File: src/rtl/spwq_pkg.sv
// ----------------------------------------------------------------------------
// spwq_pkg: shared types and codes for the stable priority wait queue
// Transaction payloads, command and status codes, and the per-cell control
// bundle that the top level broadcasts to every cell of the chain.
// ----------------------------------------------------------------------------
package spwq_pkg;

   localparam int KEY_BITS  = 64;
   localparam int ID_FIELD  = 8;

   // command codes of the request transaction
   typedef enum logic [1:0] {
      FUNC_INSERT  = 2'd0,
      FUNC_WAKE    = 2'd1,
      FUNC_RELEASE = 2'd2,
      FUNC_UNUSED  = 2'd3
   } func_type;

   // status codes of the result transaction
   localparam logic [1:0] ST_WOKEN    = 2'd0;
   localparam logic [1:0] ST_RELEASED = 2'd1;
   localparam logic [1:0] ST_REJECTED = 2'd2;

   typedef struct packed {
      logic [1:0]          func;
      logic [ID_FIELD-1:0] waiter_id;
      logic [KEY_BITS-1:0] priority_req;
   } req_type;

   typedef struct packed {
      logic [1:0]          status;
      logic [ID_FIELD-1:0] waiter_out;
      logic [KEY_BITS-1:0] priority_out;
      logic                last;
   } rsp_type;

   // one stored waiter
   typedef struct packed {
      logic [ID_FIELD-1:0] id;
      logic [KEY_BITS-1:0] key;
   } entry_type;

   // control broadcast to all cells
   typedef struct packed {
      logic      insert;
      logic      shift;
      entry_type new_ent;
   } cell_ctrl_type;

endpackage

File: src/rtl/spwq_cell.sv
// ----------------------------------------------------------------------------
// spwq_cell: one slot of the sorted wait queue
// Holds a waiter and a valid flag. On insert it keeps its entry, takes the
// new waiter, or takes its upstream neighbor's entry; on drain it takes its
// downstream neighbor's entry so the queue moves toward the head.
// ----------------------------------------------------------------------------
module spwq_cell (
   input  logic                    clock,
   input  logic                    reset,
   input  spwq_pkg::cell_ctrl_type ctrl,
   input  logic                    up_valid,
   input  logic                    up_keep,
   input  spwq_pkg::entry_type     up_ent,
   input  logic                    down_valid,
   input  spwq_pkg::entry_type     down_ent,
   output logic                    valid,
   output logic                    keep,
   output spwq_pkg::entry_type     ent
);
   import spwq_pkg::*;

   logic      valid_ff, valid_in;
   entry_type ent_ff, ent_in;

   // entry stays in place when its key is not above the new key (stable order)
   assign keep = valid_ff && (ent_ff.key <= ctrl.new_ent.key);

   // next slot contents
   always_comb begin
      valid_in = valid_ff;
      ent_in   = ent_ff;
      if (ctrl.insert) begin
         if (keep) begin
            valid_in = valid_ff;
            ent_in   = ent_ff;
         end else if (up_keep) begin
            valid_in = 1'b1;
            ent_in   = ctrl.new_ent;
         end else begin
            valid_in = up_valid;
            ent_in   = up_ent;
         end
      end else if (ctrl.shift) begin
         valid_in = down_valid;
         ent_in   = down_ent;
      end
   end

   // valid flag is control state; payload needs no reset
   always_ff @(posedge clock) begin
      if (reset) begin
         valid_ff <= 1'b0;
      end else begin
         valid_ff <= valid_in;
      end
   end

   always_ff @(posedge clock) begin
      ent_ff <= ent_in;
   end

   assign valid = valid_ff;
   assign ent   = ent_ff;

endmodule

File: src/rtl/stable_priority_wait_queue.sv
// ----------------------------------------------------------------------------
// stable_priority_wait_queue: stable sorted priority wait queue, top level
// Inserts can be issued every cycle while not busy; a full queue rejects
// with one result in the next cycle. Wake or release drains one waiter
// per cycle from the head via the drain flag and the result register,
// with busy high while the drain runs. Drain rate is set by the single
// result port; insert rate by the parallel compare in every cell.
// Synchronous reset empties the queue; the receiver cannot stall results.
// ----------------------------------------------------------------------------
module stable_priority_wait_queue #(
   parameter int DEPTH   = 16,
   parameter int ID_BITS = 8
) (
   input  logic              clock,
   input  logic              reset,
   input  logic              start,
   output logic              busy,
   input  spwq_pkg::req_type req,
   output logic              rsp_strobe,
   output spwq_pkg::rsp_type rsp
);
   import spwq_pkg::*;

   localparam int STORE_BITS = (ID_BITS < ID_FIELD) ? ID_BITS : ID_FIELD;
   localparam logic [ID_FIELD-1:0] ID_MASK = ID_FIELD'((1 << STORE_BITS) - 1);

   logic          cell_valid [DEPTH];
   logic          cell_keep  [DEPTH];
   entry_type     cell_ent   [DEPTH];
   cell_ctrl_type ctrl;

   logic          drain_ff, drain_in;
   logic [1:0]    status_ff, status_in;
   logic          rsp_strobe_ff, rsp_strobe_in;
   rsp_type       rsp_ff, rsp_in;

   logic accept, is_insert, is_drain, full, do_reject, do_wake;
   entry_type new_ent;

   // decode of the accepted transaction
   assign accept    = start && !drain_ff;
   assign is_insert = (req.func == FUNC_INSERT);
   assign is_drain  = (req.func == FUNC_WAKE) || (req.func == FUNC_RELEASE);
   assign full      = cell_valid[DEPTH-1];
   assign do_reject = accept && is_insert && full;
   assign do_wake   = accept && is_drain && cell_valid[0];
   assign new_ent.id  = req.waiter_id & ID_MASK;
   assign new_ent.key = req.priority_req;

   assign ctrl.insert  = accept && is_insert && !full;
   assign ctrl.shift   = drain_ff;
   assign ctrl.new_ent = new_ent;

   // chain of cells, head at index 0
   for (genvar i = 0; i < DEPTH; i++) begin : g_cell
      logic      up_valid, up_keep, down_valid;
      entry_type up_ent, down_ent;
      if (i == 0) begin : g_head
         assign up_valid = 1'b0;
         assign up_keep  = 1'b1;
         assign up_ent   = new_ent;
      end else begin : g_mid
         assign up_valid = cell_valid[i-1];
         assign up_keep  = cell_keep[i-1];
         assign up_ent   = cell_ent[i-1];
      end
      if (i == DEPTH-1) begin : g_tail
         assign down_valid = 1'b0;
         assign down_ent   = cell_ent[i];
      end else begin : g_body
         assign down_valid = cell_valid[i+1];
         assign down_ent   = cell_ent[i+1];
      end
      spwq_cell u_cell (
         .clock      (clock),
         .reset      (reset),
         .ctrl       (ctrl),
         .up_valid   (up_valid),
         .up_keep    (up_keep),
         .up_ent     (up_ent),
         .down_valid (down_valid),
         .down_ent   (down_ent),
         .valid      (cell_valid[i]),
         .keep       (cell_keep[i]),
         .ent        (cell_ent[i])
      );
   end

   // drain sequencing and result register
   always_comb begin
      drain_in      = drain_ff;
      status_in     = status_ff;
      rsp_strobe_in = 1'b0;
      rsp_in        = rsp_ff;
      priority if (do_reject) begin
         rsp_strobe_in       = 1'b1;
         rsp_in.status       = ST_REJECTED;
         rsp_in.waiter_out   = new_ent.id;
         rsp_in.priority_out = new_ent.key;
         rsp_in.last         = 1'b1;
      end else if (do_wake) begin
         drain_in  = 1'b1;
         status_in = (req.func == FUNC_WAKE) ? ST_WOKEN : ST_RELEASED;
      end else if (drain_ff) begin
         rsp_strobe_in       = 1'b1;
         rsp_in.status       = status_ff;
         rsp_in.waiter_out   = cell_ent[0].id;
         rsp_in.priority_out = cell_ent[0].key;
         rsp_in.last         = !cell_valid[1];
         drain_in            = cell_valid[1];
      end
   end

   always_ff @(posedge clock) begin
      if (reset) begin
         drain_ff      <= 1'b0;
         rsp_strobe_ff <= 1'b0;
      end else begin
         drain_ff      <= drain_in;
         rsp_strobe_ff <= rsp_strobe_in;
      end
   end

   always_ff @(posedge clock) begin
      status_ff <= status_in;
      rsp_ff    <= rsp_in;
   end

   assign busy       = drain_ff;
   assign rsp_strobe = rsp_strobe_ff;
   assign rsp        = rsp_ff;

endmodule

File: config.mk
export PLATFORM = sky130hd
export DESIGN_NAME = stable_priority_wait_queue
export DESIGN_NICKNAME = d
export VERILOG_FILES = /design/src/rtl/spwq_pkg.sv /design/src/rtl/spwq_cell.sv /design/src/rtl/stable_priority_wait_queue.sv
export SDC_FILE = /design/constraint.sdc
export NUM_CORES = 2
export LEC_CHECK = 0
export BUFFER_PORTS_ARGS = -buffer_cell sky130_fd_sc_hd__buf_4
export CORE_UTILIZATION = 55
export DETAILED_ROUTE_END_ITERATION = 8
export PLACE_DENSITY = 0.71
export SYNTH_ARGS = -nofsm -noshare
export SYNTH_HDL_FRONTEND = slang
export SYNTH_SLANG_ARGS = --single-unit
File: constraint.sdc
create_clock -name clock -period 25.6 [get_ports clock]
set_input_delay 2.56 -clock clock [delete_from_list [all_inputs] [get_ports clock]]
set_output_delay 2.56 -clock clock [all_outputs]
set_load 0.05 [all_outputs]
# Word level (Yosys, flattened, before mapping)
# Cells that the tools add are included.
[totals]
reg_bits = 1246
latch_bits = 0
mem_bits_rw = 0
romBits = 0
in_bits = 77
out_inout_bits = 77
elab_cells = 274
n_memories = 0
[classes]
n_addsub = 0
n_mul = 0
div_mod_pow = 0
magnitude_cmp = 16
eq_ne = 19
shifts = 0
muxes = 132
bitwise_logic = 3
reduce_logical = 49
[ops]
columns = ["operator", "count"]
rows = [
  ["$mux 72", 60],
  ["$le 64x64->1", 16],
  ["$mux 73", 3],
  ["$mux 1", 69],
  ["$reduce_and 2->1", 20],
  ["$ne 2x2->1 const B", 17],
  ["$logic_and 1x1->1", 22],
  ["$reduce_bool 2->1", 2],
  ["$logic_not 1->1", 3],
  ["$not 1->1", 3],
  ["$eq 2x1->1 const B", 1],
  ["$eq 2x2->1 const B", 1],
  ["$logic_not 2->1", 1],
  ["$logic_or 1x1->1", 1],
]

# Longest topological paths before layout
[logic_depth]
word_depth = 6
mapped_depth = 12

# By module
# Synthesis repeated with hierarchy kept, for this count alone.
[hier_totals]
cells_unflattened = 8974
hier_area_um2 = 88013.2
[modules_own_cells]
columns = ["mod", "n_inst", "cells_each", "area_per_inst_um2", "seq_area_each_um2"]
rows = [
  ["spwq_cell", 16, 549, 5302.6, 2182.1],
  ["stable_priority_wait_queue", 1, 190, 3171.8, 2292.2],
]

# Worst setup path after synthesis
# OpenSTA, ideal clock, no wires.
[synth_path]
path_kind = "input to register"
from = "in req[11] (netlist bit)"
to = "reg g_cell[3].u_cell.ent_ff, in the netlist g_cell[3].u_cell.ent[0], enable pin"
setup_ps = 609
arrival_ps = 9933
t_required_ps = 24991
path_slack_ps = 15058
stages = 11
path_buffers = 2
cell_sequence = "inv_1 ha_1 nand4_1 or4_1 a21o_1 o211ai_1 a21oi_1 o21a_1 buf_2 clkbuf_1 o31ai_1"
[synth_via]
elab_chain_cells = 4
[synth_lines]
columns = ["item", "line", "source"]
rows = [
  ["from (decl)", "stable_priority_wait_queue.sv:18", "input spwq_pkg::req_type req,"],
  ["$le 64x64->1", "spwq_cell.sv:26", "assign keep = valid_ff && (ent_ff.key <= ctrl.new_ent.key);"],
  ["$logic_and 1x1->1", "spwq_cell.sv:26", ""],
  ["$ne 2x2->1 (no line)", "-", ""],
  ["$reduce_and 2->1 (no line)", "-", ""],
  ["to (signal assigned)", "spwq_cell.sv:59", "ent_ff <= ent_in;"],
  ["to (decl)", "spwq_cell.sv:23", "entry_type ent_ff, ent_in;"],
]
# Every way passes these cells.
# A chain may end at the register's enable or synchronous reset.

# Final worst setup path
[layout_path]
from = "in req[47] (netlist bit)"
to = "reg g_cell[2].u_cell.ent_ff, in the netlist g_cell[2].u_cell.ent[64], enable pin"
[layout_via]
elab_chain_cells = 4
[layout_lines]
columns = ["item", "line"]
rows = [
  ["$le 64x64->1", "spwq_cell.sv:26"],
  ["$logic_and 1x1->1", "spwq_cell.sv:26"],
  ["$ne 2x2->1 (no line)", "-"],
  ["$reduce_and 2->1 (no line)", "-"],
  ["to (signal assigned)", "spwq_cell.sv:59"],
  ["to (decl)", "spwq_cell.sv:23"],
]
# Every way passes these cells.

==> flow_metrics.env <==
export IMPL_status="finished with violations"
export IMPL_violations="capacitance limit, slew limit"
export IMPL_tns_ns=0
export IMPL_worst_pin_slew_ns=1.522
export IMPL_grt_remaining_overflow=0
export IMPL_htreeDepth=4
export IMPL_cts_reportedPaths_clkPinSlew_ns=0.06
export IMPL_slew_viol_final=2
export IMPL_p_int_mw=3.890
export IMPL_seq_power_share_pct=44.3
export IMPL_cts_buffers_inserted=150
export IMPL_avgSynthCellArea_um2=9.938
export IMPL_fin_area_um2=94580
export IMPL_dp_hpwl_um=242300
export IMPL_m1WireLength_um=132700
export IMPL_die_y_um=400.3
export IMPL_final_hold_viol_count=0
export IMPL_cts_tree="built"
export IMPL_crit_path_start="req[47]"
export IMPL_setup_viol=0
export IMPL_grt_max_degree=212
export IMPL_top_layer="met5"
export IMPL_worstReg2RegEnd="g_cell[2].u_cell.ent[64]"
export IMPL_syn_inst=8780
export IMPL_die_w_um=400.3
export IMPL_ff2ff_path_depth=10
export IMPL_postCtsResizedCells=0
export IMPL_leakagePower_nw=38.71
export IMPL_ys_seq_elements=1246
export IMPL_hold_path_endpoint="rsp[74]"
export IMPL_root_buffer="clkbuf_16"
export IMPL_remaining_drc_errors=0
export IMPL_first_pass_iters=7
export IMPL_ff2ff_setup_slack_ns=18.75
export IMPL_core_area_um2=156900
export IMPL_critPathLaunchType="input port"
export IMPL_syn_nets=9819
export IMPL_drive_above_1_share_pct=6.672
export IMPL_ios=154
export IMPL_min_path_cells=1
export IMPL_period_share_pct=34.48
export IMPL_synthDistinctLibCells=79
export IMPL_critPathMaxFanout=45
export IMPL_synth_flop_cell="edfxtp_1"
export IMPL_drtIter0Drc=12990
export IMPL_clock_sinks=1246
export IMPL_placementRows=145
export IMPL_clockBufferDepth=3
export IMPL_antenna_found_initial=21
export IMPL_cp_end_kind="register"
export IMPL_synthArstFlopShare_pct=0
export IMPL_final_nets=9601
export IMPL_wl_per_cell_um=34.22
export IMPL_viasPerCell=7.356
export IMPL_p_sw_share_pct=29.59
export IMPL_ys_seq_area_share_pct=42.64
export IMPL_p_switching_mw=1.635
export IMPL_ant_nets=0
export IMPL_vias=79090
export IMPL_cap_violations=2
export IMPL_place_gp_congestion=1.041
export IMPL_ir_worst_vdd_mv=0.07624
export IMPL_synth_commonest_cells="nand2_1 (1,546), edfxtp_1 (1,225), ha_1 (962), nand3_1 (497), clkbuf_1 (481)"
export IMPL_yosys_warnings=0
export IMPL_synth_area_um2=87250
export IMPL_placedInstanceArea_um2=89620
export IMPL_hold_path_class="register to register"
export IMPL_worst_clock_skew_ns=0.03240
export IMPL_fillers=13010
export IMPL_post_cts_buffers=0
export IMPL_comb_power_share_pct=15.5
export IMPL_area_delta_synth_final_pct=8.396
export IMPL_grt_use_total_pct=44.41
export IMPL_clock_latency_ns=0.83
export IMPL_wl_met3_um=53590
export IMPL_start_util_pct=55.60
export IMPL_fmax_ghz=0.1133
export IMPL_worstSetupPathType="input port to register"
export IMPL_synth_top_area_share_pct=42.16
export IMPL_synth_edff_count=1225
export IMPL_cp_required_ns=26.03
export IMPL_min_period_ns=8.827
export IMPL_finalWirelength_um=367900
export IMPL_yosys_top_cells_area="edfxtp_1 (42%), ha_1 (14%), nand2_1 (6.7%), mux2i_1 (4.2%), nand3_1 (2.9%)"
export IMPL_p_clk_share_pct=40.3
export IMPL_critPathArrivalTime_ns=9.26
export IMPL_relSlewSlack_pct=-4.078
export IMPL_synth_most_common_cell="nand2_1"
export IMPL_r2r_start="g_cell[2].u_cell.ent[47]"
export IMPL_portBuffers=153
export IMPL_min_from="rsp[74]"
export IMPL_grt_pass1_wl_um=523100
export IMPL_cts_hold_buffers=0
export IMPL_grt_pass1_vias=74470
export IMPL_synth_top_area_cell="edfxtp_1"
export IMPL_dieArea_um2=160200
export IMPL_p_per_area_nw_per_um2=58.42
export IMPL_rsz0062_at_grt="no"
export IMPL_wl_met2_um=154300
worst max path at each step:
stage | to | slack, ns | depth (start not counted)
6_report | g_cell[2].u_cell.ent[64] | 16.77 | 12
2_1_floorplan | g_cell[3].u_cell.ent[0] | 15.06 | 11
3_5_place_dp | g_cell[2].u_cell.ent[39] | 16.61 | 13
5_1_grt | g_cell[2].u_cell.ent[19] | 17.10 | 12
3_3_place_gp | g_cell[2].u_cell.ent[28] | 16.60 | 13
4_1_cts | g_cell[2].u_cell.ent[39] | 17.45 | 13
through the flow:
stage,std cells,setup slack (ns),hold slack (ns),power (mW),util (%)
6_report,10750,16.77,0.4815,5.525,60.27
5_1_grt,10740,17.10,0.4919,5.637,60.24
4_1_cts,10740,17.45,0.4762,5.471,60.24
3_5_place_dp,10470,16.61,0.4581,3.295,57.11
3_3_place_gp,10470,16.60,0.4562,3.271,57.10
2_1_floorplan,8780,15.06,0.4564,2.969,-
power by group through the flow:
| stage | combinational, mW | clock [mW] | sequential (mW) |
|---|---|---|---|
| after floorplan | 0.521 | 0 | 2.45 |
| after global placement | 0.791 | 0 | 2.48 |
| after detailed placement | 0.814 | 0 | 2.48 |
| after CTS | 0.818 | 2.21 | 2.44 |
| after global routing | 0.904 | 2.29 | 2.45 |
| final | 0.854 | 2.23 | 2.45 |
layout make-up:
class / count / area [um2] / area share (%)
Clock inverter: 82 / 942.2 / 0.9962
Sequential cell: 1246 / 37220 / 39.35
Clock buffer: 186 / 3974 / 4.202
Tap cell: 2058 / 2575 / 2.723
Multi-Input combinational cell: 6754 / 47110 / 49.81
Inverter: 113 / 434.2 / 0.4590
Timing Repair Buffer: 297 / 2290 / 2.421
Antenna cell: 16 / 40.04 / 0.04233
layer usage:
metal | track usage [%] | up-vias
li1 | - | 33240
met1 | 57.13 | 37900
met2 | 64.03 | 6568
met3 | 14.32 | 1366
met4 | 28.96 | 16
met5 | 0 | -
placed cells by master (no fill, tap or decap), drive strengths merged, types with 214 or more instances in the layout:
cell | netlist | final
ha | 962 | 962
nand3 | 497 | 497
nor2 | 292 | 292
o21ai | 480 | 480
mux2 | 214 | 214
edfxtp | 1225 | 1225
buf | 186 | 297
mux2i | 365 | 365
a21oi | 406 | 406
o211ai | 302 | 302
nand2 | 1546 | 1546
a22oi | 294 | 294
kinds of logic (layout without fill, tap and decap cells):
logic type               after synthesis  after routing  synth area share (%)
AND/OR/NAND/NOR                     2951           2951                 15.18
AO/OA/AOI/OAI                       2262           2262                 17.62
flip-flops                          1246           1246                 42.64
adder cells (fa/ha/maj)              962            962                 13.79
buffers and inverters                780            678                 3.809
multiplexers                         579            579                 6.949
other                                  0             16                     0
sequential cells by signal, indices dropped and copies added (netlist names):
| name | cells |
|---|---|
| g_cell.u_cell.ent | 1152 |
| rsp | 75 |
| g_cell.u_cell.valid | 16 |
| busy | 1 |
| rsp_strobe | 1 |
| status_ff | 1 |
critical path, cell delays in order:
cell and delay, ns:
buf_4 0.18, inv_1 0.35, ha_1 0.56, nand4_1 0.43, nor4_1 1.15, nand4_1 0.82
a31oi_1 0.95, o311ai_1 0.29, a21oi_4 0.27, nand2_1 0.11, nand2_4 0.52, buf_4 0.98
No activity file was read; power rests on OpenSTA's default activity.
